## config.mk

```make
export PLATFORM = sky130hd
export DESIGN_NAME = mtt_ctrl
export DESIGN_NICKNAME = d
export VERILOG_FILES = /design/src/rtl/core/mtt_pkg.sv /design/src/rtl/core/mtt_ctrl.sv
export SDC_FILE = /design/constraint.sdc
export NUM_CORES = 1
export LEC_CHECK = 0
export BUFFER_PORTS_ARGS = -buffer_cell sky130_fd_sc_hd__buf_2
export CORE_AREA = 2 2 254 256
export DETAILED_ROUTE_END_ITERATION = 7
export DIE_AREA = 0 0 256 258
export PLACE_DENSITY = 0.64
export SLEW_MARGIN = 20
export SYNTH_ARGS = -nofsm -noshare
export SYNTH_HDL_FRONTEND = slang
export SYNTH_SLANG_ARGS = --single-unit
```

## constraint.sdc

```tcl
create_clock -name clk -period 2.52 [get_ports clk]
set_input_delay 0.126 -clock clk [delete_from_list [all_inputs] [get_ports clk]]
set_output_delay 0.126 -clock clk [all_outputs]
set_load 0.005 [all_outputs]
```

## src/rtl/core/mtt_pkg.sv

```systemverilog
// Shared types, constants and functions of the mate transposition table.
package mtt_pkg;

	localparam int TableSize  = 4096;
	localparam int SlotW      = $clog2(TableSize);
	localparam int ProbeLimit = 8;
	localparam int ChainLimit = 16;
	localparam int ProbeW     = $clog2(ProbeLimit + 1);
	localparam int ChainW     = $clog2(ChainLimit + 1);
	localparam logic [SlotW-1:0] ProbeStride = SlotW'(TableSize / 11);

	localparam int KeyW  = 64;
	localparam int HandW = 40;
	localparam int MateW = 8;
	localparam int MoveW = 32;

	typedef enum logic [1:0] {
		KIND_INSERT = 2'd0,
		KIND_EXACT  = 2'd1,
		KIND_DOM    = 2'd2,
		KIND_CLEAR  = 2'd3
	} kind_t;

	typedef enum logic [2:0] {
		ST_INSERTED = 3'd0,
		ST_UPDATED  = 3'd1,
		ST_DROPPED  = 3'd2,
		ST_HIT      = 3'd3,
		ST_MISS     = 3'd4,
		ST_CLEARED  = 3'd5
	} status_t;

	typedef struct packed {
		logic [HandW-1:0] hand;
		logic [MateW-1:0] mate;
		logic [MoveW-1:0] move;
		logic [SlotW-1:0] link;
	} entry_t;

	typedef struct packed {
		logic             key_we;
		logic [KeyW-1:0]  key_wdata;
		logic             ent_we;
		entry_t           ent_wdata;
		logic [SlotW-1:0] waddr;
		logic             rd;
		logic [SlotW-1:0] raddr;
	} mem_req_t;

	typedef struct packed {
		logic [KeyW-1:0] key;
		logic            key_zero;
		entry_t          ent;
	} mem_rsp_t;

	function automatic logic [3:0] thermo4(input logic [2:0] c);
		logic [2:0] s;
		s = (c > 3'd4) ? 3'd4 : c;
		thermo4 = 4'((5'd1 << s) - 5'd1);
	endfunction

	function automatic logic [1:0] thermo2(input logic [1:0] c);
		logic [1:0] s;
		s = (c > 2'd2) ? 2'd2 : c;
		thermo2 = 2'((3'd1 << s) - 3'd1);
	endfunction

	function automatic logic [HandW-1:0] pack_hand(input logic [4:0] p, input logic [2:0] l,
			input logic [2:0] n, input logic [2:0] s, input logic [2:0] g,
			input logic [1:0] b, input logic [1:0] r);
		logic [18:0] pw;
		pw = (p >= 5'd18) ? 19'h7FFFF : 19'((20'd1 << p) - 20'd1);
		pack_hand = {thermo2(r), thermo2(b), thermo4(g), thermo4(s), thermo4(n), thermo4(l),
			1'b0, pw};
	endfunction

endpackage

```

## src/rtl/core/mtt_ctrl.sv

```systemverilog
// Sequencer for probe, chain walk and write back of one operation.
module mtt_ctrl import mtt_pkg::*; (
	input  logic              clk,
	input  logic              arst_n,
	input  logic              in_valid,
	output logic              in_ready,
	input  logic [1:0]        in_kind,
	input  logic [KeyW-1:0]   in_key,
	input  logic [KeyW-1:0]   in_hhash,
	input  logic [HandW-1:0]  in_hand,
	input  logic [MateW-1:0]  in_mate,
	input  logic [MoveW-1:0]  in_move,
	output mem_req_t          req,
	output logic              clear,
	input  mem_rsp_t          rsp,
	input  logic              clr_busy,
	output logic              out_valid,
	input  logic              out_ready,
	output logic [2:0]        out_status,
	output logic [SlotW-1:0]  out_slot,
	output logic [MateW-1:0]  out_mate,
	output logic [MoveW-1:0]  out_move,
	output logic [HandW-1:0]  out_hand
);

	typedef enum logic [2:0] {
		S_IDLE, S_PROBE, S_CHAIN, S_PROBE2, S_LINK, S_DONE
	} state_t;

	state_t           state_q;
	kind_t            kind_q;
	logic [KeyW-1:0]  key_q, hh_q;
	logic [HandW-1:0] hand_q;
	logic [MateW-1:0] mate_q;
	logic [MoveW-1:0] move_q;
	logic [SlotW-1:0] addr_q, cur_q, tail_slot_q;
	logic [ProbeW-1:0] cnt_q;
	logic [ChainW-1:0] steps_q;
	logic             busy_q;
	// Held copy of the chain tail entry, rewritten with the new link after a chained insert.
	entry_t           tail_q;

	logic hand_eq, subset, is_mate;
	assign hand_eq = rsp.ent.hand == hand_q;
	assign subset  = (rsp.ent.hand & hand_q) == rsp.ent.hand;
	assign is_mate = rsp.ent.mate == MateW'(1);

	assign in_ready = (state_q == S_IDLE) && !out_valid && !clr_busy;
	assign clear    = in_valid && in_ready && kind_t'(in_kind) == KIND_CLEAR;

	entry_t new_ent;
	assign new_ent = '{hand: hand_q, mate: mate_q, move: move_q, link: '0};

	always_comb begin
		req = '0;
		req.raddr = addr_q;
		req.rd = 1'b1;
		if (state_q == S_PROBE && busy_q && rsp.key_zero && kind_q == KIND_INSERT) begin
			req.key_we = 1'b1; req.ent_we = 1'b1;
			req.waddr = cur_q; req.key_wdata = key_q; req.ent_wdata = new_ent;
		end else if (state_q == S_CHAIN && busy_q && kind_q == KIND_INSERT && hand_eq) begin
			req.ent_we = 1'b1; req.waddr = cur_q;
			req.ent_wdata = '{hand: rsp.ent.hand, mate: mate_q, move: move_q,
				link: rsp.ent.link};
		end else if (state_q == S_PROBE2 && busy_q && rsp.key_zero) begin
			req.key_we = 1'b1; req.ent_we = 1'b1;
			req.waddr = cur_q; req.key_wdata = key_q; req.ent_wdata = new_ent;
		end else if (state_q == S_LINK) begin
			req.ent_we = 1'b1; req.waddr = tail_slot_q; req.ent_wdata = tail_q;
		end
	end

	always_ff @(posedge clk or negedge arst_n) begin
		if (!arst_n) begin
			state_q <= S_IDLE; out_valid <= 1'b0; busy_q <= 1'b0;
			kind_q <= KIND_INSERT; cnt_q <= '0; steps_q <= '0;
			addr_q <= '0; cur_q <= '0; tail_slot_q <= '0; tail_q <= '0;
			key_q <= '0; hh_q <= '0; hand_q <= '0; mate_q <= '0; move_q <= '0;
			out_status <= ST_INSERTED; out_slot <= '0; out_mate <= '0; out_move <= '0;
			out_hand <= '0;
		end else begin
			if (out_valid && out_ready) out_valid <= 1'b0;
			case (state_q)
				S_IDLE: begin
					if (in_valid && in_ready) begin
						kind_q <= kind_t'(in_kind);
						key_q <= in_key; hh_q <= in_hhash; hand_q <= in_hand;
						mate_q <= in_mate; move_q <= in_move;
						out_slot <= '0; out_mate <= '0; out_move <= '0; out_hand <= '0;
						cnt_q <= '0; steps_q <= '0; busy_q <= 1'b0;
						addr_q <= in_key[SlotW-1:0];
						if (kind_t'(in_kind) == KIND_CLEAR) begin
							out_status <= ST_CLEARED; out_valid <= 1'b1;
						end else if (in_key == '0) begin
							out_status <= (kind_t'(in_kind) == KIND_INSERT) ? ST_DROPPED : ST_MISS;
							out_valid <= 1'b1;
						end else begin
							state_q <= S_PROBE;
						end
					end
				end
				S_PROBE: begin
					if (!busy_q) begin
						busy_q <= 1'b1; cur_q <= addr_q; addr_q <= addr_q + ProbeStride;
					end else if (rsp.key_zero && kind_q == KIND_INSERT) begin
						out_status <= ST_INSERTED; out_slot <= cur_q; state_q <= S_DONE;
					end else if (rsp.key == key_q) begin
						busy_q <= 1'b0; addr_q <= cur_q; state_q <= S_CHAIN;
					end else if (cnt_q == ProbeW'(ProbeLimit - 1)) begin
						out_status <= (kind_q == KIND_INSERT) ? ST_DROPPED : ST_MISS;
						state_q <= S_DONE;
					end else begin
						cnt_q <= cnt_q + ProbeW'(1); cur_q <= addr_q;
						addr_q <= addr_q + ProbeStride;
					end
				end
				S_CHAIN: begin
					if (!busy_q) begin
						busy_q <= 1'b1; cur_q <= addr_q;
					end else if (kind_q == KIND_INSERT) begin
						if (hand_eq) begin
							out_status <= ST_UPDATED; out_slot <= cur_q; state_q <= S_DONE;
						end else if (rsp.ent.link == '0) begin
							tail_q <= rsp.ent; tail_slot_q <= cur_q; busy_q <= 1'b0;
							cnt_q <= '0; addr_q <= SlotW'(key_q ^ hh_q);
							state_q <= S_PROBE2;
						end else if (steps_q == ChainW'(ChainLimit)) begin
							out_status <= ST_DROPPED; state_q <= S_DONE;
						end else begin
							steps_q <= steps_q + ChainW'(1); busy_q <= 1'b0;
							addr_q <= rsp.ent.link;
						end
					end else if ((kind_q == KIND_DOM && hand_eq && !is_mate)) begin
						out_status <= ST_MISS; state_q <= S_DONE;
					end else if ((kind_q == KIND_DOM && subset && is_mate) ||
							(kind_q == KIND_EXACT && hand_eq)) begin
						out_status <= ST_HIT; out_slot <= cur_q; out_mate <= rsp.ent.mate;
						out_move <= rsp.ent.move; out_hand <= rsp.ent.hand; state_q <= S_DONE;
					end else if (rsp.ent.link == '0 || steps_q == ChainW'(ChainLimit)) begin
						out_status <= ST_MISS; state_q <= S_DONE;
					end else begin
						steps_q <= steps_q + ChainW'(1); busy_q <= 1'b0;
						addr_q <= rsp.ent.link;
					end
				end
				S_PROBE2: begin
					if (!busy_q) begin
						busy_q <= 1'b1; cur_q <= addr_q; addr_q <= addr_q + ProbeStride;
					end else if (rsp.key_zero) begin
						out_status <= ST_INSERTED; out_slot <= cur_q;
						tail_q.link <= cur_q; state_q <= S_LINK;
					end else if (cnt_q == ProbeW'(ProbeLimit - 1)) begin
						out_status <= ST_DROPPED; state_q <= S_DONE;
					end else begin
						cnt_q <= cnt_q + ProbeW'(1); cur_q <= addr_q;
						addr_q <= addr_q + ProbeStride;
					end
				end
				S_LINK: begin
					state_q <= S_DONE;
				end
				S_DONE: begin
					state_q <= S_IDLE; out_valid <= 1'b1;
				end
				default: state_q <= S_IDLE;
			endcase
		end
	end

	a_out_hold: assert property (@(posedge clk) disable iff (!arst_n)
		out_valid && !out_ready |=> out_valid &&
			$stable({out_status, out_slot, out_mate, out_move, out_hand}));
	a_no_accept_in_sweep: assert property (@(posedge clk) disable iff (!arst_n)
		clr_busy |-> !in_ready);
	a_key_with_entry: assert property (@(posedge clk) disable iff (!arst_n)
		req.key_we |-> req.ent_we);
	a_status_range: assert property (@(posedge clk) disable iff (!arst_n)
		out_valid |-> (out_status <= ST_CLEARED));

endmodule
```

Word level (Yosys, flattened, before mapping)
Cells that the tools add are included.
{"block": "classes", "add_sub_neg": 3, "n_eq_ne": 52, "muxes": 143, "bitwise": 3, "reduce_logical": 45}
{"operator": "$mux W12", "n": 36}
{"operator": "$mux W105", "n": 3}
{"operator": "$mux W40", "n": 5}
{"operator": "$mux W170", "n": 1}
{"operator": "$mux W32", "n": 5}
{"operator": "$mux W65", "n": 2}
{"operator": "$mux W3", "n": 37}
{"operator": "$pmux W12 S4", "n": 2}
{"operator": "$eq A40 B40 Y1", "n": 2}
{"operator": "$pmux W40 S2", "n": 1}
{"operator": "$eq A64 B64 Y1", "n": 1}
{"operator": "$logic_not A64 Y1", "n": 1}
{"operator": "$pmux W32 S2", "n": 1}
{"operator": "$mux W5", "n": 9}
{"operator": "$mux W4", "n": 11}
{"operator": "$and A40 B40 Y40", "n": 1}
{"operator": "$mux W8", "n": 5}
{"operator": "$pmux W12 S3", "n": 1}
{"operator": "$ne A3 B3 Y1 const B", "n": 11}
{"operator": "$ne A2 B2 Y1 const B", "n": 13}
{"operator": "$pmux W12 S2", "n": 1}
{"operator": "$reduce_and A10 Y1", "n": 2}
{"operator": "$logic_and A1 B1 Y1", "n": 19}
{"operator": "$mux W1", "n": 16}
{"operator": "43 further kinds", "n": 60}
{"block": "word_totals", "regBits": 395, "in_bits": 372, "output_inout_bits": 281, "wordCells": 269}

Longest topological paths before layout
{"block": "depth", "depth_word": 10, "ltp_mapped": 11, "depth_no_buf": 9}

Worst setup path before layout
OpenSTA, ideal clock, no wires.
{"block": "synth_timing", "kind": "register to output", "from": "register hand_q[36]", "to": "output req[15] in the netlist's numbering", "t_arrival_ns": 2.419, "required_ns": 2.394, "slack_ns": -0.025, "path_stages_with_launch": 11, "path_buffers": 2, "cell_sequence": "dfrtp_1 > inv_1 > ha_1 > nand4_1 > nor4_1 > nand3_1 > nor3_1 > or2_2 > clkbuf_1 > buf_2 > a22o_1"}
{"element": "start, declared", "line": "mtt_ctrl.sv:33", "text": "logic [HandW-1:0] hand_q;"}
{"element": "start signal, assigned", "line": "mtt_ctrl.sv:87", "text": "key_q <= in_key; hh_q <= in_hhash; hand_q <= in_hand;"}
{"element": "end, declared", "line": "mtt_ctrl.sv:13", "text": "output mem_req_t req,"}

==> flow_summary.ini <==
[status]
status = finished, violations left
failed_checks = negative setup slack

[synth]
avgSynthCellArea_um2 = 10.09
synth-edff-count = 0
synthArstFlopShare_pct = 100.0
synth_fa_ha_area_share_pct = 2.820
ys_seq_elements = 395
ys_types = 73
synth_xor_area_share_pct = 4.128
synth_fp_nets = 2350
ys.flop_type = dfrtp_1
syn_area_mm2 = 0.01952
synthSimpleGateAreaFrac_pct = 16.07
yosys_warnings = 0
post-synth-top-area-fraction_pct = 50.63
synth_top_family_by_area = simple AND/OR/NAND/NOR gates
synthCells = 1934
seq_area_frac_synth_pct = 50.63
synth_compound_area_share_pct = 14.40
synth_top_area_cell = dfrtp_1
synthMuxAreaShare_pct = 7.281
synth_area_leaders = dfrtp_1 (51%), nand2_1 (8.4%), a22o_1 (7.0%), mux2_2 (6.4%), xnor2_1 (3.4%)

[grt]
grt_pass1_vias = 20260
grt_pass1_wl_mm = 122.9
antenna_found_initial = 10
top_usage_layer = met2
grt-ovfl-total = 0
grt_use_met2_pct = 40.02
grt_max_degree = 108
use_met3_pct = 5.173
met1_usage_pct = 30.11
track_usage_pct = 24.02

[final_layout]
finalNonFillerCells = 3888
fin_area_mm2 = 0.03071
final_nets = 3403
final_cell_mix = buf_2 (596), nand2_1 (435), dfrtp_1 (395)
drive_above_1_share_pct = 38.14
final_util_pct = 48.25
areaGrowthSynthToFinish_pct = 57.31
final_common_cell = buf_2

[drt]
vias_per_cell = 5.140
antenna_left = 0
drt_pass1_iterations = 8
drt_iter0_markers = 2070
wl_mm = 85.49
detailroute.via_count = 19984
drt-wirelength-per-cell_um = 21.99
drc_errors = 0

[timing]
setup_violations = 317
min_period_ns = 3.253
clock_skew_ns = 0.02060
worst_pin_slew_ns = 1.043
fin_ws_ns = -0.7332
rsz0062_at_grt = yes
max_freq_ghz = 0.3074
slew_viol_final = 0
hold_viol = 0
timing.slew.headroom_pct = 30.44
finalCritPeriodShare_pct = 129.1

[cts]
root_buffer = clkbuf_16
h-tree-depth = 2
clk_path_buf_depth = 3
numClockSinks = 395
clk_pin_slew_ns = 0.06
cts_buffers = 47
cts_tree = done
insertion_delay_ns = 0.60

[placement]
placed_cell_area_mm2 = 0.02520
dp_hpwl_mm = 56.54
dp.cells = 3492
portBuffers = 599
gp_congestion = 0.9111

[die]
coreArea_mm2 = 0.06365
fp.dieH_um = 258
die_w_um = 256
rows = 93
die_area_mm2 = 0.06605
initial_core_util_pct = 30.67
io-pin-count = 653

[worst_setup_path]
crit_chain = inv_2 > ha_4 > nand4_1 > nor4_4 > nand3_2 > buf_6 > nor3_4 > or2_4 > buf_12 > clkbuf_16 > a22o_1 > buf_2
path_max_fanout = 7
startpoint_type = register
cp-end-kind = output pin
arrival_ns = 3.13
required_ns = 2.39
crit_type = reg -> out
critPathSlowestCell = dfrtp_1
crit_path_max_incr_delay_ns = 0.37

[power]
pwr-share-clk_pct = 25.4
p_leak_nw = 15.97
seq_power_share_pct = 34.1
pwr-share-comb_pct = 40.4
power_density_mw_per_mm2 = 919.8
finalPower_mw = 28.25
cellInternalPower_mw = 17.91
peakVddDrop_uv = 590.5
p_sw_mw = 10.34
switching_share_pct = 36.59

[hold_path]
hp-class = in -> reg

[job]
max-cap-violations = 0
==> logic make-up (layout without fill, tap and decap cells) <==
logic type	after synthesis	count (layout)
compound gates	359	360
simple gates	685	685
mux	128	128
fa+ha+maj	44	44
xor+xnor	92	92
flops	395	395
other cells	1	11
buf+inv	230	1318
==> cell type report <==
type	count	area (µm²)
antenna	10	25.02
clock buffer	64	1351
clock inverter	21	266.5
fill	5745	32940
inverter	99	371.6
multi-input combinational	1310	9179
sequential	395	9884
tap	855	1070
timing repair buffer	1134	8562
==> critical path: cells and delay by family, from the launching register on <==
family	cells	cell delay (ns)
AOI/OAI and AO/OA	1	0.13
adders and majority gates	1	0.26
buffers and inverters	5	0.67
DFF	1	0.37
and+or+nand+nor	5	1.08
==> layer usage <==
| layer | up-vias | share of wire (%) | wire length [µm] |
|---|---|---|---|
| met1 | 9720 | 41 | 34660 |
| li1 | 8926 | - | - |
| met2 | 1082 | 47 | 40410 |
| met4 | 0 | 4.5 | 3838 |
| met5 | - | 0 | 0 |
| met3 | 256 | 7.7 | 6573 |
==> sequential cells by signal (all words and copies together) (netlist names), 8 cells and up <==
name and count:
key_q 64, mate_q 8, out_move 32, hh_q 12, tail_slot_q 12, tail_q 92
out_slot 12, addr_q 12, out_mate 8, out_hand 40, hand_q 40, cur_q 12
move_q 32
==> repair_timing <==
item,4_1_cts,5_1_grt
resized for setup,62,51
setup endpoints to repair,406,359
gates cloned,9,18
hold endpoints to repair,719,0
buffers inserted,16,22
hold buffers,241,0
pin swaps,11,56
==> metrics by stage <==
stage	TNS, ns	setup WS, ns	hold slack [ns]
after floorplan	0	0.01987	-0.1696
after global placement	-116.95	-0.5380	0.08941
after detailed placement	-115.93	-0.5833	0.09245
after CTS	-121.53	-0.7585	0.006688
after global routing	-188.42	-0.9249	0.02754
final	-140.46	-0.7332	0.02344
==> cells in the mapped netlist (6+ instances only) <==
master,n
a21oi_1,28
a222oi_1,40
a22o_1,157
a31oi_1,11
and2_1,68
buf_2,26
clkbuf_1,101
dfrtp_1,395
ha_1,44
inv_1,99
mux2_2,111
mux2i_1,16
nand2_1,437
nand3_1,13
nand4_1,35
nor2_1,44
nor3_1,12
nor3b_1,6
nor4_1,34
o21ai_0,62
o221ai_1,8
or3_1,10
xnor2_1,75
xor2_1,17
==> power by group through the flow <==
stage | Combinational [mW] | Sequential (mW) | Clock [mW]
2_1_floorplan | 5.45 | 9.20 | 0
3_3_place_gp | 9.95 | 9.61 | 0
3_5_place_dp | 10.0 | 9.64 | 0
4_1_cts | 10.8 | 9.57 | 7.30
5_1_grt | 12.5 | 9.85 | 7.58
6_report | 11.4 | 9.64 | 7.18
==> path summary, 6_finish.rpt <==
path / slack, ns / cells past startpoint / startpoint / end
max: -0.73 / 12 / hand_q[27] / req[42]
min: 0.02 / 4 / in_key[1] / key_q[1]
max reg2reg: -0.48 / 14 / hand_q[7] / out_hand[30]
min reg2reg: 0.48 / 2 / mate_q[5] / mate_q[5]
max in group asynchronous: 1.63 / 3 / arst_n / cnt_q[0]
min in group asynchronous: 0.03 / 2 / arst_n / hand_q[19]
No activity file was read; power rests on OpenSTA's default activity.
